## config.mk

```make
export PLATFORM = sky130hd
export DESIGN_NAME = rcv_mul
export DESIGN_NICKNAME = d
export VERILOG_FILES = /design/src/rcv_mul.sv
export SDC_FILE = /design/constraint.sdc
export NUM_CORES = 2
export LEC_CHECK = 0
export BUFFER_PORTS_ARGS = -buffer_cell sky130_fd_sc_hd__buf_2
export CAP_MARGIN = 40
export CORE_ASPECT_RATIO = 2
export CORE_UTILIZATION = 33
export DETAILED_ROUTE_END_ITERATION = 8
export PLACE_DENSITY = 0.48
export SLEW_MARGIN = 20
export SYNTH_ARGS = -nofsm -noshare
export SYNTH_HDL_FRONTEND = slang
export SYNTH_SLANG_ARGS = --single-unit
```

## constraint.sdc

```tcl
create_clock -name clk -period 10.65 [get_ports clk]
set_input_delay 0.5325 -clock clk [delete_from_list [all_inputs] [get_ports clk]]
set_output_delay 0.5325 -clock clk [all_outputs]
set_load 0.02 [all_outputs]
```

## src/rcv_mul.sv

```systemverilog
`timescale 1ns / 1ps
// ----------------------------------------------------------------------------
// Ribbon CV multiplier
// Shared signed multiplier with a registered product.
// ----------------------------------------------------------------------------
module rcv_mul (
	input  logic               clk,
	input  logic               en,
	input  logic signed [33:0] a,
	input  logic signed [33:0] b,
	output logic signed [67:0] p
);
	logic signed [67:0] p_q;

	always_ff @(posedge clk) begin
		if (en) begin
			p_q <= a * b;
		end
	end

	assign p = p_q;
endmodule

```

==> impl_metrics.ini <==
[routing]
wl_mm = 145
drt-met1-wl_mm = 42.8
dr_wl_met2_mm = 88.3
drtPass1Iterations = 5
routed.top_layer = met5
via_per_inst = 4.86
wl_met3_mm = 3.96
drc = 0
antenna_left = 0
vias = 30500
drt_iter0_drc = 1390
wl_per_cell_um = 23.1

[clocking]
clk_path_buf_depth = 2
cts.sinks = 68
cts_hold_buf = 0
tritoncts = done
postCtsSetupBuffers = 0
ctsRootBufferMaster = clkbuf_16
h-tree-depth = 3
numCtsBuffers = 9
post_cts_resized = 0
path_clk_slew_ns = 0.07

[global_routing]
grt_first_pass_wirelength_mm = 219
grt_overflow = 0
track_usage_pct = 22.7
grt_pass1_vias = 35400
grt_max_degree = 46
antenna_found_initial = 14

[placed_design]
place_area_um2 = 46400
place_congestion = 0.855
dp_hpwl_mm = 123
post-place-ws_ns = 1.40
numPortBuffers = 137

[sta]
rsz0062_at_grt = false
relSlewSlack_pct = 42.0
setup_viol = 0
max_clock_freq_ghz = 0.114
layout_min_cycle_time_ns = 8.78
fin_ws_ns = 1.87
fin_crit_sh_pct = 82.4
drv_slew = 0
tns_ns = 0
tightest_slew_ns = 0.870
hold_viol = 0

[logic_synthesis]
netlist_top_cells_area = fa_1 (57%), inv_1 (11%), and2_1 (8.9%), ha_1 (5.8%), edfxtp_1 (4.7%)
synth_seq_cells = 68
syn-num-nets = 6069
synth_compound_area_share_pct = 3.29
synth_edf_count = 68
async_reset_ff_share_pct = 0
synth_top_area_share_pct = 56.8
seq_area_frac_synth_pct = 4.67
synth-adder-area-share_pct = 62.7
synth_top_area_cell = fa_1
yosysWarnings = 0
synthCells = 4554
synth_mux_area_share_pct = 0
synth_xor_area_share_pct = 1.58
syn_area_per_cell_um2 = 9.60
yosys.area_share.simple_pct = 15.1
synth_flop_cell = edfxtp_1
mappedNetlistArea_um2 = 43700
yosysUniqueCellTypes = 69
synth_top_family_by_area = adder cells

[hold_path]
hold_end = p[45]
hold_depth = 1
holdCritPathClass = in -> reg
min_from = en

[critical_path]
startpoint = b[15]
required_ns = 10.85
critPathKind = in -> reg
arrival_ns = 8.98
end_kind = flop
critPathLaunchType = input port
worst-path-max-fanout = 18

[final_layout]
layout_commonest_cell = fa_1
final.fill_count = 13500
finalCoreUtilization_pct = 35.7
final_cell_mix = fa_1 (1241), inv_1 (1231), and2_1 (621), nand2_1 (542), ha_1 (204)
post-route-cell-area_um2 = 46800
drive_above_1_share_pct = 5.63
largest_reg_flops = 68
nets = 6060
syn2layout_area_growth_pct = 7.11

[floorplanning]
dieHeight_um = 517
core-area_um2 = 131000
initial_utilization_pct = 33.3
ios = 138
rows = 188
dieArea_um2 = 134000
die_w_um = 259

[status]
status = finished, final reports clean

[job]
drv_cap = 0
==> per-stage QoR <==
stage | cells | hold slack [ns]
3_5_place_dp | 6239 | 0.978
6_report | 6265 | 0.542
4_1_cts | 6255 | 0.529
5_1_grt | 6261 | 0.543
3_3_place_gp | 6226 | 0.976
2_1_floorplan | 4554 | 0.645
==> kinds of logic after synthesis <==
kind of cell,Yosys count
compound gates,206
buf+inv,1460
simple gates,1296
flops,68
fa+ha+maj,1445
xor+xnor,79
==> final cells by class <==
type / count / area [µm²] / area share (%)
flip-flops and latches: 68 / 2040 / 4.36
diodes: 5 / 12.5 / 0.0267
clock buffers: 9 / 225 / 0.481
inverters: 1232 / 4620 / 9.88
multi-input cells: 3026 / 36100 / 77.2
well taps: 1710 / 2140 / 4.57
clock inverters: 7 / 75.1 / 0.160
repair buffers: 208 / 1550 / 3.31
==> worst max-delay path, cell delays in order <==
cell,delay (ns)
buf_2,0.52
buf_4,0.36
and2_1,0.18
fa_1,0.40
inv_1,0.07
fa_1,0.51
fa_1,0.57
inv_1,0.06
fa_1,0.48
fa_1,0.63
fa_1,0.45
fa_1,0.49
inv_1,0.05
fa_1,0.47
inv_1,0.04
ha_1,0.54
a21oi_1,0.16
o21bai_1,0.19
a21oi_1,0.11
o21ai_2,0.28
a31oi_1,0.24
o41ai_1,0.63
a31oi_4,0.14
o31ai_4,0.54
a221oi_2,0.13
xnor2_1,0.14
==> layer usage <==
layer | vias to the layer above | track usage (%)
li1 | 12900 | -
met2 | 732 | 47.1
met1 | 16600 | 20.7
met4 | 8 | 13.5
met3 | 308 | 1.84
met5 | - | 0
==> how the worst max path moves through the flow <==
stage,slack [ns],depth (start not counted),endpoint
2_1_floorplan,2.49,24,p[65]
3_3_place_gp,1.42,25,p[64]
3_5_place_dp,1.40,26,p[64]
4_1_cts,1.90,26,p[64]
5_1_grt,1.57,26,p[67]
6_report,1.87,26,p[66]
==> synth_stat cells (all sizes together), types with 2 or more instances <==
| cell type | count |
|---|---|
| a2111o | 2 |
| a211o | 3 |
| a211oi | 7 |
| a21bo | 2 |
| a21o | 37 |
| a21oi | 63 |
| a221oi | 4 |
| a311oi | 2 |
| a31oi | 10 |
| and2 | 623 |
| and3 | 8 |
| and4 | 2 |
| buf | 9 |
| clkbuf | 217 |
| edfxtp | 68 |
| fa | 1241 |
| ha | 204 |
| inv | 1231 |
| nand2 | 542 |
| nand2b | 20 |
| nand3 | 11 |
| nand4 | 11 |
| nor2 | 56 |
| nor2b | 9 |
| nor3 | 5 |
| o211ai | 3 |
| o21a | 4 |
| o21ai | 41 |
| o21bai | 12 |
| o221ai | 2 |
| o31ai | 2 |
| o41ai | 6 |
| or2 | 4 |
| or3 | 2 |
| xnor2 | 56 |
| xor2 | 23 |
Power is left out: the tool's default activity adds up to more than one toggle a clock period on the data nets, which glitch-free logic cannot reach.
