==> src/rcv_sqrt.sv <==
`timescale 1ns / 1ps
// ----------------------------------------------------------------------------
// Ribbon CV square root
// Digit-by-digit integer square root, one result bit per cycle.
// ----------------------------------------------------------------------------
module rcv_sqrt (
	input  logic        clk,
	input  logic        arst_n,
	input  logic        start,
	input  logic [33:0] v,
	output logic        busy,
	output logic [16:0] root
);
	logic [33:0] v_q;
	logic [33:0] r_q;
	logic [33:0] bit_q;
	logic [33:0] sum;

	assign sum = r_q + bit_q;

	always_ff @(posedge clk or negedge arst_n) begin
		if (!arst_n) begin
			bit_q <= '0;
		end else if (start) begin
			bit_q <= 34'd1 << 32;
		end else if (bit_q != 34'd0) begin
			bit_q <= bit_q >> 2;
		end
	end

	always_ff @(posedge clk) begin
		if (start) begin
			v_q <= v;
			r_q <= '0;
		end else if (bit_q != 34'd0) begin
			if (v_q >= sum) begin
				v_q <= v_q - sum;
				r_q <= (r_q >> 1) + bit_q;
			end else begin
				r_q <= r_q >> 1;
			end
		end
	end

	assign busy = (bit_q != 34'd0);
	assign root = r_q[16:0];
endmodule

==> config.mk <==
export PLATFORM = sky130hd
export DESIGN_NAME = rcv_sqrt
export DESIGN_NICKNAME = d
export VERILOG_FILES = /design/src/rcv_sqrt.sv
export SDC_FILE = /design/constraint.sdc
export NUM_CORES = 1
export LEC_CHECK = 0
export BUFFER_PORTS_ARGS = -buffer_cell sky130_fd_sc_hd__buf_2
export CORE_AREA = 2 2 115 117
export CTS_CLUSTER_DIAMETER = 150
export DETAILED_ROUTE_END_ITERATION = 16
export DIE_AREA = 0 0 117 119
export PLACE_DENSITY_LB_ADDON = 0.05
export SYNTH_ARGS = -nofsm -noshare
export SYNTH_HDL_FRONTEND = slang
export SYNTH_SLANG_ARGS = --single-unit
==> constraint.sdc <==
create_clock -name clk -period 6.6 [get_ports clk]
set_input_delay 0.99 -clock clk [delete_from_list [all_inputs] [get_ports clk]]
set_output_delay 0.99 -clock clk [all_outputs]
set_load 0.01 [all_outputs]
==> impl_metrics.py, run 1 <==
metrics = {
    "worst_setup_path": {
        "timing.rr.end": "v_q[27]",
        "worstPathCellList": "ha_1 > ha_1 > a21oi_1 > o21ai_0 > a221oi_1 > a31oi_1 > a31oi_1 > nor2_1 > o21ai_0 > xor2_1 > ha_1 > nand3_1 > nor3_1 > nand3_1 > o21ai_2 > o21ai_4 > o21bai_4 > buf_4",
        "r2r_start": "bit_q[0]",
        "critical_path.endpoint": "v_q[27]",
        "r2r_cells": 18,
        "cp-end-kind": "register",
        "path_delay_family": "compound AO/OA/AOI/OAI gates",
        "start_kind": "register",
        "worst_path_most_repeated_cell": "ha_1",
        "crit_type": "reg2reg",
        "critPathRequiredTime_ps": 6650,
        "r2r_slack_ps": 1250,
        "critPathMaxStageDelay_ps": 540,
        "path_buf_inv": 1,
        "crit_arrival_ps": 5400,
        "cp_num_cells": 18,
        "path_max_fanout": 19,
        "cp-startpoint": "bit_q[0]",
        "cpMaxStageDelayCell": "o21bai_4",
    },
    "routing": {
        "wirelength_um": 18660,
        "vias_per_cell": 6.087,
        "antenna_left": 0,
        "drt_iter0_markers": 493,
        "vias": 6805,
        "drc": 0,
        "first_pass_iters": 5,
        "wire_per_inst_um": 16.69,
    },
    "timing": {
        "tns_ps": 0,
        "setup-violations-final": 0,
        "timing.fmax_ghz": 0.1868,
        "finalMaxSlewViolations": 0,
        "worstMarginPinSlew_ps": 820.4,
        "period_share": 0.8112,
        "slew-limit-headroom": 0.4530,
        "hold_viol": 0,
        "worst_clock_skew_ps": 8.815,
        "rsz0062_at_grt": "no",
        "period_needed_ps": 5354,
    },
    "synth": {
        "synth_cells": 931,
        "synth_nets": 1039,
        "yosys_warnings": 0,
        "synth_area_per_cell_um2": 8.074,
        "yosysUniqueCellTypes": 65,
        "synth-main-ff-cell": "edfxtp_1",
        "synth-seq-cells": 85,
        "async_flop_share": 0.2000,
        "yosysSeqAreaShare": 0.2830,
        "syn_area_mm2": 0.007517,
        "synth_edf_count": 34,
    },
    "run_status": {
        "outcome": "complete, no violations",
    },
    "die": {
        "rows": 42,
        "start_util": 0.5839,
        "core_mm2": 0.01287,
        "io_pins": 55,
        "die_y_um": 119,
        "fp.dieW_um": 117,
        "die-area_mm2": 0.01392,
    },
    "power": {
        "power_frac_seq": 0.243,
        "power_leakage_nw": 3.266,
        "p_switching_mw": 1.800,
        "clkPwrFrac": 0.126,
        "ir_worst_vdd_mv": 0.3186,
        "p_int_mw": 1.979,
        "combPwrFrac": 0.630,
        "switching_share": 0.4763,
        "p_per_area_mw_per_mm2": 472.5,
    },
    "finish": {
        "fin_area_mm2": 0.007998,
        "fin_cells": 1118,
        "drive_gt1_frac": 0.1030,
        "area_growth_pct": 6.391,
        "antenna_cells": 0,
        "nNetsFinal": 1045,
    },
    "clock_network": {
        "cts_resized": 0,
        "clock_latency_ps": 360,
        "cts_max_path_buffers": 2,
        "clk_pin_slew_worst_paths_ps": 60,
        "cts_tree": "yes",
        "cts_max_level": 3,
        "cts_root_buf": "clkbuf_16",
        "numCtsBuffers": 9,
        "cts_hold_buf": 0,
        "cts_setup_buffers": 0,
        "clock-sinks": 85,
    },
    "placement": {
        "place_congestion": 0.9756,
        "dp.final_hpwl_um": 13990,
        "place_inst": 1102,
        "io_buffers": 54,
        "dpl_cell_area_mm2": 0.007732,
    },
    "job": {
        "drv_cap": 0,
    },
    "grt": {
        "grt_max_degree": 82,
        "antenna_found_initial": 0,
        "grt_pass1_wl_um": 31010,
        "grt_pass1_vias": 6464,
        "grt_overflow_total": 0,
        "grt_usage": 0.2794,
    },
    "hold_path": {
        "min_path_type": "reg2reg",
    },
}
==> cell families (layout without fill, tap and decap cells) <==
group           Yosys count  in the layout  synth area share
simple gates            329            329            0.2017
compound gates          280            280            0.2453
flops                    85             85            0.2830
buf+inv                  85             96           0.05459
xor+xnor                 72             72           0.08389
fa+ha+maj                71             71            0.1192
mux                       9              9           0.01232
==> power groups by stage <==
stage               sequential, mW  clock, mW  combinational, mW
finish                       0.919      0.478               2.38
floorplan                    0.864          0               1.95
global placement             0.922          0               2.28
global route                 0.939      0.505               2.65
detailed placement           0.928          0               2.34
CTS                          0.917      0.487               2.36
==> worst register-to-register path: cells and delay by family, from the launching register on <==
family | cells | cell delay (ps)
compound gates | 9 | 2560
xor+xnor | 1 | 100
fa+ha+maj | 3 | 820
buf+inv | 1 | 370
flops | 1 | 400
simple gates | 4 | 800
==> area by class of cell <==
class | count | area, um^2
Tap cell | 176 | 220.2
Clock buffer | 10 | 229.0
Sequential cell | 85 | 2127
Inverter | 21 | 78.83
Timing Repair Buffer | 59 | 310.3
Fill cell | 1161 | 4877
Clock inverter | 6 | 36.28
Multi-Input combinational cell | 761 | 4996
==> per-layer routing <==
layer  track usage  part of all wire
met3       0.03664             0.039
met5             0                 0
met2        0.4650              0.49
met4        0.1235             0.035
met1        0.3589              0.44
==> stage by stage <==
stage | util | power, mW | setup WS, ps | hold WS, ps
floorplan | - | 2.812 | 707.2 | 473.0
global placement | 0.6006 | 3.204 | 1582 | 509.2
detailed placement | 0.6006 | 3.266 | 1314 | 528.3
CTS | 0.6212 | 3.762 | 1286 | 538.0
global route | 0.6212 | 4.092 | 722.2 | 571.8
finish | 0.6212 | 3.779 | 1246 | 536.1
==> worst min path at each step <==
| stage | from | endpoint | slack, ps | depth (start not counted) |
|---|---|---|---|---|
| final | r_q[2] | r_q[2] | 540 | 2 |
| after global routing | r_q[33] | r_q[33] | 570 | 2 |
| after CTS | r_q[2] | r_q[2] | 540 | 2 |
| after detailed placement | r_q[2] | r_q[2] | 530 | 2 |
| after global placement | r_q[0] | r_q[0] | 510 | 2 |
| after floorplan | r_q[33] | r_q[33] | 470 | 2 |
==> placed cells by master, fill, tap and decap left out, types with 4 or more instances in the layout <==
cell type  synthesis  final
inv_1             21     21
nand4_1            9      9
a21o_1            21     21
dfxtp_1           34     34
a31o_2             5      5
o211ai_1           8      8
a311oi_1           7      7
a31oi_1           31     31
and3_1             5      5
dfrtp_1           17     17
nor2_1            93     93
o21bai_1           8      7
clkbuf_16          0      9
a211oi_1          26     26
nor2b_1           26     26
buf_4             20      6
o21ai_1            4      4
nand2_1          110    110
mux2i_1            7      7
ha_1              70     70
edfxtp_1          34     34
o21a_1             7      7
buf_2             13     53
nand3_1           14     14
a21oi_1           58     58
or3_1              9      9
xnor2_1           36     36
o21ai_0           69     69
nor3_1            25     24
nand2b_1          20     20
nor4_1            10     10
xor2_1            36     36
==> synth_stat cells, drive strengths merged (4+ instances only) <==
master / count / area (um^2)
nand2b: 20 / 125.1
xor2: 36 / 315.3
a211oi: 27 / 207.7
nor2: 93 / 349.1
o31ai: 5 / 47.54
and3: 5 / 31.28
a311oi: 7 / 61.31
a2111oi: 4 / 53.80
a31o: 5 / 43.79
a21oi: 58 / 290.3
nor4: 10 / 62.56
nand2: 110 / 412.9
mux2i: 7 / 70.07
edfxtp: 34 / 1021
o211ai: 8 / 60.06
dfrtp: 17 / 425.4
ha: 70 / 875.8
o21bai: 8 / 60.06
o21a: 7 / 52.55
a21o: 21 / 157.7
a31oi: 31 / 193.9
nand3: 14 / 70.07
buf: 37 / 230.2
clkbuf: 27 / 101.4
inv: 21 / 78.83
or3: 9 / 56.30
o21ai: 75 / 390.4
nand4: 9 / 56.30
dfxtp: 34 / 680.7
nor2b: 26 / 162.7
xnor2: 36 / 315.3
nor3: 25 / 125.1
==> flip-flops by register name, summed over array words and instances, names as in the netlist <==
register and flops:
v_q 34, bit_q 17, r_q 34
Note: power is estimated with default switching activity, not from simulation.
==> run 2: changes to the inputs <==
--- a/config.mk
+++ b/config.mk
@@ -6,10 +6,10 @@
 export NUM_CORES = 1
 export LEC_CHECK = 0
 export BUFFER_PORTS_ARGS = -buffer_cell sky130_fd_sc_hd__buf_2
-export CORE_AREA = 2 2 115 117
+export CORE_AREA = 2 2 119 121
 export CTS_CLUSTER_DIAMETER = 150
 export DETAILED_ROUTE_END_ITERATION = 16
-export DIE_AREA = 0 0 117 119
+export DIE_AREA = 0 0 121 123
 export PLACE_DENSITY_LB_ADDON = 0.05
 export SYNTH_ARGS = -nofsm -noshare
 export SYNTH_HDL_FRONTEND = slang
==> constraint.sdc (replaced) <==
create_clock -name clk -period 4.4 [get_ports clk]
set_input_delay 0.66 -clock clk [delete_from_list [all_inputs] [get_ports clk]]
set_output_delay 0.66 -clock clk [all_outputs]
set_load 0.01 [all_outputs]
==> impl_metrics.py, run 2 (same netlist as run 1, synthesis figures left out) <==
metrics = {
    "run_status": {
        "outcome": "complete, but fails checks",
        "violations": "negative setup slack",
    },
    "power": {
        "p_per_area_mw_per_mm2": 726.5,
        "ir_worst_vdd_mv": 0.4126,
        "power_leakage_nw": 3.819,
        "power_mw": 6.607,
    },
    "die": {
        "fp.dieW_um": 121,
        "die-area_mm2": 0.01488,
        "die_y_um": 123,
        "rows": 43,
        "core_mm2": 0.01361,
        "start_util": 0.5523,
        "io_pins": 55,
    },
    "clock_network": {
        "clk_pin_slew_worst_paths_ps": 70,
        "cts_max_path_buffers": 2,
        "cts_root_buf": "clkbuf_16",
        "clock_latency_ps": 350,
        "numCtsBuffers": 9,
        "cts_max_level": 3,
        "clock-sinks": 85,
        "cts_tree": "yes",
    },
    "worst_setup_path": {
        "r2r_start": "bit_q[10]",
        "start_kind": "register",
        "path_max_fanout": 34,
        "r2r_cells": 15,
        "crit_arrival_ps": 4390,
        "r2r_slack_ps": -30,
        "timing.rr.end": "v_q[15]",
        "crit_type": "reg2reg",
        "critPathRequiredTime_ps": 4360,
        "cp-startpoint": "bit_q[10]",
        "critical_path.endpoint": "v_q[15]",
        "cp-end-kind": "register",
    },
    "timing": {
        "tns_ps": -600.2,
        "hold_viol": 0,
        "period_share": 1.006,
        "period_needed_ps": 4428,
        "rsz0062_at_grt": "yes",
        "setup_ws_ps": -28.11,
        "worstMarginPinSlew_ps": 1110,
        "slew-limit-headroom": 0.2579,
        "setup-violations-final": 34,
        "hold_ws_ps": 230.1,
        "worst_clock_skew_ps": 11.66,
        "timing.fmax_ghz": 0.2258,
        "finalMaxSlewViolations": 0,
    },
    "placement": {
        "place_inst": 1196,
        "dpl_cell_area_mm2": 0.008494,
        "place_congestion": 0.9547,
        "io_buffers": 54,
        "dp.final_hpwl_um": 15410,
        "dp_slack_ps": -212.2,
    },
    "grt": {
        "grt_pass1_vias": 7098,
        "grt_max_degree": 87,
        "grt_pass1_wl_um": 33290,
        "grt_usage": 0.2789,
        "grt_overflow_total": 0,
        "antenna_found_initial": 0,
    },
    "routing": {
        "vias_per_cell": 5.917,
        "wirelength_um": 20710,
        "drc": 0,
        "vias": 7225,
        "wire_per_inst_um": 16.96,
        "first_pass_iters": 5,
        "drt_iter0_markers": 462,
        "antenna_left": 0,
    },
    "finish": {
        "drive_gt1_frac": 0.2219,
        "final_common_cell": "nand2_1",
        "fin_cells": 1221,
        "nFillCells": 1131,
        "fin_area_mm2": 0.009094,
        "multi_input_area_mm2": 0.005270,
        "antenna_cells": 0,
        "reg.largest.list": "r_q: 34 flops, v_q: 34 flops, bit_q: 17 flops",
        "fin_util": 0.6681,
        "layout_common_cells": "nand2_1, buf_4, nor2_1",
        "nNetsFinal": 1144,
        "area_growth_pct": 20.97,
        "seq_area_mm2": 0.002127,
    },
    "job": {
        "drv_cap": 0,
    },
    "hold_path": {
        "min_path_type": "in2async",
    },
}
==> run 2: worst max-delay path, stage by stage, from the launching register on <==
cell and delay [ps]:
dfrtp_1 410, ha_4 280, nand4_1 210, nor3_4 280, a221oi_4 120, a31oi_4 250, buf_6 130, nand2_2 40
xor2_1 140, ha_1 350, nand4_1 230, nor3_4 300, nand3_2 130, o21ai_4 200, o21ai_4 100, o21bai_4 860
==> run 2: power breakdown <==
part | total (mW) | internal (mW) | switching, mW
combinational | 4.53 | 2.06 | 2.47
clock | 0.731 | 0.384 | 0.348
sequential | 1.34 | 1.17 | 0.177
total | 6.61 | 3.61 | 2.99
==> run 2: layout make-up <==
cell class / instances / area share
clock buffers: 10 / 0.02518
flip-flops and latches: 85 / 0.2339
multi-input cells: 761 / 0.5795
well taps: 180 / 0.02477
clock inverters: 6 / 0.003990
repair buffers: 158 / 0.1240
inverters: 21 / 0.008668
==> run 2: per-layer routing <==
metal / up-vias / part of all wire / wire length [um] / GRT usage
li1: 3586 / - / - / -
met1: 3416 / 0.42 / 8698 / 0.3253
met2: 183 / 0.52 / 10750 / 0.5162
met3: 40 / 0.036 / 747 / 0.03275
met4: 0 / 0.024 / 507 / 0.1170
met5: - / 0 / 0 / 0
==> run 2: worst min-delay path by stage <==
| stage | endpoint | cells after the start | slack [ps] | start |
|---|---|---|---|---|
| final | bit_q[2] | 1 | 230 | arst_n |
| after global routing | bit_q[0] | 1 | 260 | arst_n |
| after CTS | bit_q[18] | 1 | 240 | arst_n |
| after detailed placement | r_q[33] | 2 | 530 | r_q[33] |
| after global placement | r_q[33] | 2 | 510 | r_q[33] |
| after floorplan | bit_q[0] | 0 | 360 | arst_n |
==> run 2: repair_timing <==
action / CTS / global route
gates resized for setup: 21 / 24
pin swaps: 11 / 9
gates cloned: 1 / 1
setup endpoints to repair: 64 / 77
hold buffers: 0 / 0
setup buffers: 1 / 6
