`src/rcv_pkg.sv`:
```
`timescale 1ns / 1ps
// ----------------------------------------------------------------------------
// Ribbon CV package
// Shared types, state codes, reciprocal and polynomial constants of the
// ribbon CV block.
// ----------------------------------------------------------------------------
package rcv_pkg;

	typedef enum logic [4:0] {
		S_IDLE, S_DX_GO, S_DX_WT, S_DY_GO, S_DY_WT, S_DU_GO, S_DU_WT,
		S_PM, S_DR_GO, S_DR_WT, S_DS_GO, S_DS_WT, S_CV, S_CU2, S_SQ_GO,
		S_SQ_WT, S_SN1, S_SN2, S_SN3, S_SN4, S_SN5, S_SN6, S_SN7, S_SN8,
		S_VOL, S_VCA, S_FIN
	} state_t;

	typedef enum logic [1:0] {
		CFG_BASE_OCTAVE  = 2'd0,
		CFG_OCTAVE_COUNT = 2'd1,
		CFG_CURVE_MODE   = 2'd2
	} cfg_idx_t;

	typedef enum logic [2:0] {
		CURVE_LINEAR   = 3'd0,
		CURVE_CIRCULAR = 3'd1,
		CURVE_COSINE   = 3'd2,
		CURVE_SINE     = 3'd3,
		CURVE_GATE     = 3'd4
	} curve_t;

	typedef enum logic [2:0] {
		DIV_BY_100,
		DIV_BY_500,
		DIV_BY_10,
		DIV_BY_12,
		DIV_BY_24
	} div_sel_t;

	// Rounded-up reciprocals, exact for every dividend below 2^32.
	localparam logic [33:0] RCP_100 = 34'd5497558139;
	localparam logic [33:0] RCP_500 = 34'd4398046512;
	localparam logic [33:0] RCP_10  = 34'd6871947674;
	localparam logic [33:0] RCP_12  = 34'd5726623062;

	localparam logic [33:0] SC1 = 34'd1686629713;
	localparam logic [33:0] SC3 = 34'd693598667;
	localparam logic [33:0] SC5 = 34'd85569306;
	localparam logic [33:0] SC7 = 34'd5026994;
	localparam logic [33:0] SC9 = 34'd172272;

endpackage

```
`src/rcv_div.sv`:
```
`timescale 1ns / 1ps
// ----------------------------------------------------------------------------
// Ribbon CV constant divider
// Reciprocal table and quotient select for the divisions by constants that
// run on the shared multiplier.
// ----------------------------------------------------------------------------
module rcv_div (
	input  rcv_pkg::div_sel_t  sel,
	input  logic signed [67:0] prod,
	output logic signed [33:0] recip,
	output logic [33:0]        quo
);
	import rcv_pkg::*;

	always_comb begin
		case (sel)
			DIV_BY_100: begin
				recip = RCP_100;
				quo   = 34'(prod >>> 39);
			end
			DIV_BY_500: begin
				recip = RCP_500;
				quo   = 34'(prod >>> 41);
			end
			DIV_BY_10: begin
				recip = RCP_10;
				quo   = 34'(prod >>> 36);
			end
			DIV_BY_24: begin
				recip = RCP_12;
				quo   = 34'(prod >>> 37);
			end
			default: begin
				recip = RCP_12;
				quo   = 34'(prod >>> 36);
			end
		endcase
	end
endmodule

```
`config.mk`:
```
export PLATFORM = sky130hd
export DESIGN_NAME = rcv_div
export DESIGN_NICKNAME = d
export VERILOG_FILES = /design/src/rcv_pkg.sv /design/src/rcv_div.sv
export SDC_FILE = /design/constraint.sdc
export NUM_CORES = 1
export LEC_CHECK = 0
export ABC_AREA = 0
export BUFFER_PORTS_ARGS = -buffer_cell sky130_fd_sc_hd__buf_2
export CAP_MARGIN = 20
export CORE_ASPECT_RATIO = 1.25
export CORE_MARGIN = 2
export CORE_UTILIZATION = 40
export DETAILED_ROUTE_END_ITERATION = 16
export PLACE_DENSITY = 0.84
export SETUP_SLACK_MARGIN = 0.1
export SKIP_LAST_GASP = 1
export SLEW_MARGIN = 20
export SYNTH_ARGS = -nofsm -noshare
export SYNTH_HDL_FRONTEND = slang
export SYNTH_SLANG_ARGS = --single-unit
```
`constraint.sdc`:
```
create_clock -name vclk -period 1.1
set_input_delay 0.055 -clock vclk [all_inputs]
set_output_delay 0.055 -clock vclk [all_outputs]
set_load 0.01 [all_outputs]
```
==> metrics.yaml, run 1 <==
floorplanning:
  num_io_pins: 139
  row_count: 25
  core_um2: 3850
  initial_utilization_pct: 42.1
  die_x_um: 60.9
  die-area_um2: 4580
  die_h_um: 75.1
synthesis:
  synth_area_um2: 1620
  synth_xor_area_share_pct: 0.541
  synth.avg_cell_area_um2: 7.94
  yosys.area_share.simple_pct: 21.1
  synth_fa_ha_area_share_pct: 0
  yosysUniqueCellTypes: 34
  yosys.area.top_type_share_pct: 17.6
  ys_seq_area_share_pct: 0
  yosys.area.top_type: "a221oi_2"
  synthesis.instances: 204
  synth_compound_area_share_pct: 48.0
  ys_top_cells_by_area: "a221oi_2, buf_4, nor2b_1, o21ai_0, o22ai_2"
  synth_top_family_by_area: "compound AO/OA/AOI/OAI gates"
  synth_mux_area_share_pct: 4.40
  synth_warnings: 0
layout:
  layout-drive-gt1-share_pct: 69.7
  layout_common_cells: "buf_2, nor2b_1, a221oi_2"
  antenna_cells: 0
  nets: 367
  regArea_um2: 0
  final_util_pct: 64.1
  design.seq.count: 0
  area.growth.synth_to_final_pct: 52.2
  final_common_cell: "buf_2"
  nClkBuffers: 0
sta:
  fmax_mhz: 911
  setup_viol: 0
  rsz0062_at_grt: "true"
  drv_slew: 0
  fin_crit_ns: 1.10
  hold_viol_final: 0
  period_share_pct: 99.8
  fin_ws_ns: 0.00212
status:
  status: "completed"
grt:
  grt_pass1_vias: 1729
  grt_overflow: 0
  grt_pass1_wl_um: 7670
  grt_max_degree: 26
  antenna_found_initial: 0
  grt_use_total_pct: 20.7
drt:
  wire_per_inst_um: 15.1
  top_layer: "met4"
  vias: 1913
  drt-pass1-iter-count: 7
  ant_nets: 0
  drt-total-wl_um: 5270
  wl_met3_um: 290
  drt-met1-wl_um: 2080
  wl_met2_um: 2860
  drc_errors: 0
  first_iter_violations: 133
  vias_per_cell: 5.50
placement:
  gp_congestion: 0.874
  portBuffers: 96
  hpwlAfterDp_um: 3820
  pre_cts_slack_ns: -0.128
hold_path:
  min_from: "prod[67]"
  holdPathStages: 2
  min_to: "quo[31]"
  hold_path.class: "in -> out"
power:
  peakVddDrop_mv: 0.213
  p_per_area_nw_per_um2: 482
  p_leak_nw: 1.15
  p_total_mw: 1.19
setup_path:
  cpMaxStageDelayCell: "a222oi_1"
  crit_path_end_kind: "output port"
  critical_path_class: "in -> out"
  required_ns: 1.04
  path_max_fanout: 8
  slowest_delay_ns: 0.32
  path_cells: "buf_12 > buf_8 > inv_8 > buf_6 > nand2_1 > a222oi_1 > buf_2"
  cp-start-kind: "input pin"
  cp.arrival_ns: 1.04
job:
  cap_viol_max_count: 0
clock_tree:
  cts.hold.buffers_added: 0
Yosys cell counts:
cell type  count
mux2i_1        6
conb_1         2
nand2_1        5
or2b_2         4
buf_8          1
or2_4          1
inv_1          8
o21ai_0       25
or2b_1         4
xor2_1         1
a222oi_1       4
buf_12         2
o22ai_2       10
inv_6          1
mux2_2         1
buf_6          6
nand2b_1      11
a221oi_1       5
and2_1         2
clkbuf_2       2
or2_1          1
clkbuf_1       6
o21ai_2       10
a221o_1        2
inv_2          1
buf_2          1
a21o_1         1
a22o_1         2
buf_4         28
a221oi_2      19
nor2b_1       24
nor2_1         3
o21ai_1        1
a21oi_1        4
what timing repair did:
item	4_1_cts	5_1_grt
buffers inserted	1	4
hold endpoints to repair	0	0
gates resized for setup	43	23
gates cloned	1	3
endpoints found under the setup margin	36	34
pin swaps	14	8
final cells by class:
type	count	area, µm²
multi-input combinational	153	1390
inverter	10	52.6
tap	54	67.6
fill	331	1380
timing repair buffer	131	953
critical path: cells and delay by family:
family	cells	cell delay, ns
AND/OR/NAND/NOR	1	0.05
buffers and inverters	5	0.63
AO/OA/AOI/OAI	1	0.32
per-stage QoR:
step | area (µm²) | cells | hold slack, ns | setup TNS, ns
global route | 2460 | 348 | 0.386 | -0.149
global placement | 2130 | 339 | 0.372 | -1.80
CTS | 2280 | 341 | 0.371 | 0
floorplan | 1690 | 209 | 0.202 | 0
detailed placement | 2130 | 339 | 0.372 | -2.51
finish | 2460 | 348 | 0.369 | 0
cells by family after synthesis:
group	count (synthesis)
AOI/OAI and AO/OA	83
other	2
and+or+nand+nor	55
muxes	7
buffers and inverters	56
xor gates and xnor gates	1
metal layers:
metal	vias up	track usage, %
met2	88	40.3
met4	0	2.90
met5	-	0
met3	4	1.03
met1	908	24.9
li1	913	-
report_power, final:
group | internal [mW] | switching [mW]
sequential | 0 | 0
combinational | 0.576 | 0.613
clock | 0 | 0
worst max-delay path by stage:
stage | start | endpoint | slack [ns] | cells after the start
floorplan | sel[0] | recip[18] | 0.06 | 6
CTS | sel[0] | quo[3] | 0.02 | 6
detailed placement | sel[1] | quo[3] | -0.13 | 6
finish | sel[0] | quo[23] | 0.002 | 7
global placement | sel[1] | quo[7] | -0.09 | 6
global route | sel[0] | quo[2] | -0.03 | 6
(Power assumes the default switching activity.)
==> run 2: changes to the inputs <==
Settings changed: CELL_PAD_IN_SITES_DETAIL_PLACEMENT set to 1, CELL_PAD_IN_SITES_GLOBAL_PLACEMENT set to 1, CORE_UTILIZATION 40 to 26, PLACE_DENSITY 0.84 to unset, PLACE_DENSITY_LB_ADDON set to 0.1.
Clock period 1.1 ns to 1.17 ns, I/O delays scaled along.
==> run 2 against run 1 <==
The flow now finishes with violations (setup timing). Via count down 3.7%. Combinational power barely moved. Largest cell class unchanged. Sequential share of layout area unchanged. Routed wire length is 17% higher.
==> metrics.yaml, run 2 (synthesis gave the netlist of run 1 again) <==
hold_path:
  holdPathStages: 2  # unchanged
  hold_path.class: "in -> out"
layout:
  area.growth.synth_to_final_pct: 61.6
  finalNonFillerCells: 380  # +9.2%
  nets: 368  # +0.27%
  layout-drive-gt1-share_pct: 67.5  # -2.3 points
  nClkBuffers: 0  # unchanged
  regArea_um2: 0  # unchanged
  final_common_cell: "buf_2"
  design.seq.count: 0  # unchanged
  layout_common_cells: "buf_2, nor2b_1, a221oi_2"
  antenna_cells: 0  # unchanged
setup_path:
  cp_top_family: "buffers and inverters"
  crit_path_end_kind: "output port"
  critPathMostFrequentCell: "buf_12"
  path_cells: "buf_12 > buf_12 > buf_8 > nand2b_4 > buf_6 > o21ai_2 > a222oi_1 > buf_2"
  cpMaxStageDelayCell: "a222oi_1"
  cp.arrival_ns: 1.12  # +0.08 ns
  crit_buf_inv: 5  # unchanged
  required_ns: 1.11  # +0.07 ns
  cp-start-kind: "input pin"
  crit_cells: 8  # +1
  slowest_delay_ns: 0.28  # -0.04 ns
  path_max_fanout: 6  # -2
  critical_path_class: "in -> out"
drt:
  drt-pass1-iter-count: 4  # -3
  vias_per_cell: 4.85  # -12%
  drc_errors: 0  # unchanged
  ant_nets: 0  # unchanged
  wire_per_inst_um: 16.2  # +6.8%
  drt-total-wl_um: 6140  # +17%
  first_iter_violations: 50  # -62%
  vias: 1842  # -3.7%
floorplanning:
  die-area_um2: 6880  # +50%
  die_h_um: 92.2  # +23%
  initial_utilization_pct: 26.6  # -15 points
  die_x_um: 74.6  # +22%
  row_count: 32  # +28%
  core_um2: 6090  # +58%
  num_io_pins: 139  # unchanged
sta:
  period_share_pct: 101
  setup_viol: 2  # +2
  drv_slew: 0  # unchanged
  rsz0062_at_grt: "true"
  fin_ws_ns: -0.00790  # -0.0100 ns
  hold_viol_final: 0  # unchanged
  fin_crit_ns: 1.18
  fin_tns_setup_ns: -0.00884  # -0.00884 ns
  fmax_mhz: 849
grt:
  use_met2_pct: 32.0  # -8.3 points
  grt_overflow: 0  # unchanged
  grt_max_degree: 22  # -15%
  use_met1_pct: 22.2  # -2.7 points
  met3_usage_pct: 0.549  # -0.48 points
  antenna_found_initial: 0  # unchanged
  grt_pass1_wl_um: 9540  # +24%
  busiest_layer: "met2"
  grt_use_total_pct: 17.1  # -3.6 points
  grt_pass1_vias: 1864  # +7.8%
power:
  seq_power_share_pct: 0  # unchanged
  p_sw_share_pct: 50.5  # -1.1 points
  peakVddDrop_mv: 0.136  # -36%
  p_total_mw: 1.18  # -0.86%
  p_switching_mw: 0.594  # -3.0%
  clkPwrFrac_pct: 0  # unchanged
  internal_power_mw: 0.584  # +1.4%
  power_frac_comb_pct: 100.0  # about the same
  p_per_area_nw_per_um2: 450  # -6.6%
  p_leak_nw: 1.19  # +3.7%
status:
  violations: "setup timing"
  status: "finished, violations left"
placement:
  dp.cells: 366  # +8.0%
  portBuffers: 96  # unchanged
  gp_congestion: 0.768  # -12%
  hpwlAfterDp_um: 4360  # +14%
job:
  cap_viol_max_count: 0  # unchanged
clock_tree:
  cts.hold.buffers_added: 0  # unchanged
==> run 2: cell types whose count changed in the layout (fill, tap and decap cells not counted), sizes merged <==
cell / change
inv: -1
buf: +1
clkinv: +1
==> run 2: final timing paths <==
| check | start | endpoint | slack (ns) |
|---|---|---|---|
| worst min-delay path | prod[67] | quo[31] | 0.39 |
| worst max-delay path | sel[0] | quo[23] | -0.008 |
==> run 2: through the flow <==
stage / hold WS (ns) / area (µm²) / util [%] / setup WS, ns
2_1_floorplan: 0.209 / 1650 / - / 0.110
3_3_place_gp: 0.394 / 2160 / 35.4 / -0.0312
3_5_place_dp: 0.391 / 2160 / 35.4 / -0.0443
4_1_cts: 0.393 / 2410 / 39.7 / 0.0224
5_1_grt: 0.406 / 2620 / 43.0 / -0.0727
6_report: 0.390 / 2620 / 43.0 / -0.00790
==> run 2: repair_timing <==
item	4_1_cts	5_1_grt
resized for setup	51	25
gates cloned	2	2
setup endpoints to repair	34	41
pin swaps	19	14
buffers inserted	6	4
==> run 2: final cells by class <==
cell class | count | area, µm²
fillers | 775 | 3470
inverters | 10 | 57.6
multi-input cells | 153 | 1380
well taps | 85 | 106
repair buffers | 132 | 1070
==> run 2: power groups by stage <==
stage | clock, mW | combinational, mW | sequential, mW
floorplan | 0 | 0.637 | 0
global placement | 0 | 0.974 | 0
detailed placement | 0 | 0.974 | 0
CTS | 0 | 1.10 | 0
global route | 0 | 1.28 | 0
finish | 0 | 1.18 | 0
==> run 2: routing by layer <==
layer	part of all wire (%)	wire length (µm)
met1	42	2590
met2	55	3360
met3	3.2	195
met4	0	0
met5	0	0
==> run 3: changes to the inputs <==
==> constraint.sdc (replaced) <==
create_clock -name vclk -period 1.17
set_input_delay 0.234 -clock vclk [all_inputs]
set_output_delay 0.234 -clock vclk [all_outputs]
set_load 0.01 [all_outputs]
==> run 3 against run 2 <==
The flow still finishes with violations (setup timing). Non-clock buffer count up 48. Via count is 14% higher. Global-route usage is 4.2 points higher. Fmax shrank 22%. Count of clock-buffer cells in the layout did not move. Cell count increased by 13%. Worst hold slack improved by 0.43 ns. Total power rose by 34%. Worst setup slack lost 0.33 ns. Combinational power increased by 34%. Critical path type unchanged. Largest power group unchanged.
==> metrics.yaml, run 3 (synthesis gave the netlist of run 1 again) <==
drt:
  vias_per_cell: 4.87  # +0.56%
  drt-total-wl_um: 7410  # +21%
  drc_errors: 0  # unchanged
  wire_per_inst_um: 17.2  # +6.6%
  drt-pass1-iter-count: 4  # unchanged
  ant_nets: 0  # unchanged
  first_iter_violations: 87  # +74%
  vias: 2096  # +14%
hold_path:
  hold_path.class: "in -> out"
  min_from: "prod[67]"
power:
  peakVddDrop_mv: 0.184  # +35%
  p_per_area_nw_per_um2: 452  # +0.28%
  p_leak_nw: 1.55  # +30%
setup_path:
  slowest_delay_ns: 0.31  # +0.03 ns
  required_ns: 0.94  # -0.17 ns
  crit_buf_inv: 4  # -1
  cp.arrival_ns: 1.27  # +0.15 ns
  cp-start-kind: "input pin"
  critPathMostFrequentCell: "buf_12"
  path_max_fanout: 7  # +1
  cp_top_family: "buffers and inverters"
  crit_path_end_kind: "output port"
  cpMaxStageDelayCell: "a221oi_2"
  critical_path_class: "in -> out"
  startpoint: "sel[0]"
  path_cells: "buf_12 > buf_12 > buf_6 > mux2i_1 > a221oi_2 > buf_2"
layout:
  nClkBuffers: 0  # unchanged
  layout_common_cells: "buf_2, buf_4, buf_6"
  area.growth.synth_to_final_pct: 115
  final_common_cell: "buf_2"
  antenna_cells: 0  # unchanged
  finalInstanceArea_um2: 3490  # +33%
  nets: 418  # +14%
  layout-drive-gt1-share_pct: 78.3  # +11 points
  regArea_um2: 0  # unchanged
  design.seq.count: 0  # unchanged
sta:
  hold_viol_final: 0  # unchanged
  fin_crit_ns: 1.51  # +0.331 ns
  fin_ws_ns: -0.339  # -0.331 ns
  fmax_mhz: 663  # -22%
  rsz0062_at_grt: "true"
  period_share_pct: 129  # +28 points
  setup_viol: 55  # +53
  drv_slew: 0  # unchanged
floorplanning:
  die_h_um: 92.2  # unchanged
  die-area_um2: 6880  # unchanged
  initial_utilization_pct: 26.6  # unchanged
  num_io_pins: 139  # unchanged
  core_um2: 6090  # unchanged
  die_x_um: 74.6  # unchanged
  row_count: 32  # unchanged
grt:
  antenna_found_initial: 0  # unchanged
  grt_use_total_pct: 21.3  # +4.2 points
  grt_overflow: 0  # unchanged
  grt_pass1_wl_um: 11600  # +22%
  grt_max_degree: 24  # +9.1%
  grt_pass1_vias: 2257  # +21%
placement:
  portBuffers: 96  # unchanged
  post_dp_cell_area_um2: 2710  # +25%
  gp_congestion: 0.848  # +10%
  hpwlAfterDp_um: 5110  # +17%
  pre_cts_slack_ns: -0.439  # -0.395 ns
job:
  cap_viol_max_count: 0  # unchanged
status:
  status: "finished, violations left"
  violations: "setup timing"
[run 3: changes by cell type in the layout (fill, tap and decap cells not counted), moves of 5 or more]
cell      previous run  this run
a221oi_2            22         5
nand2b_4             3         8
nand2b_1             8         3
a221oi_4             1        17
buf_4               14        49
buf_6                7        37
o21ai_1             15         6
buf_2               89        72
[run 3: cell type report]
| type | count | area [µm²] |
|---|---|---|
| repair inverters | 1 | 8.76 |
| fillers | 721 | 2600 |
| inverters | 10 | 55.1 |
| multi-input cells | 154 | 1710 |
| well taps | 85 | 106 |
| repair buffers | 180 | 1610 |
[run 3: power by group]
| group | internal [mW] | switching, mW |
|---|---|---|
| Sequential | 0 | 0 |
| Combinational | 0.825 | 0.750 |
| Clock | 0 | 0 |
| Total | 0.825 | 0.750 |
[run 3: worst paths after layout]
kind	cells past startpoint	slack (ns)	to
worst max-delay path	6	-0.34	quo[3]
worst min-delay path	3	0.82	quo[33]
[run 3: routing by layer]
layer | vias to the layer above | track usage (%) | wire length [µm]
li1 | 1008 | - | -
met1 | 1013 | 24.7 | 2850
met2 | 65 | 41.4 | 4150
met3 | 10 | 0.989 | 252
met4 | 0 | 4.32 | 156
met5 | - | 0 | 0
[run 3: metrics by stage]
stage,hold slack [ns],util [%],TNS (ns),instances,total power [mW]
6_report,0.824,57.3,-10.89,430,1.58
5_1_grt,0.855,57.3,-12.88,430,1.68
2_1_floorplan,0.560,-,-6.04,209,0.804
3_5_place_dp,0.828,44.4,-16.17,407,1.23
3_3_place_gp,0.821,44.4,-15.52,407,1.22
4_1_cts,0.829,56.0,-11.31,429,1.54
[run 3: worst min-delay path: cells and delay by family]
| kind | cells | cell delay, ns |
|---|---|---|
| buffers and inverters | 3 | 0.35 |
[run 3: timing repair]
action	CTS	global route
cloned	8	0
hold buffers	0	0
endpoints found under the setup margin	58	58
gates resized for setup	111	17
pin swaps	19	12
buffers inserted	14	2
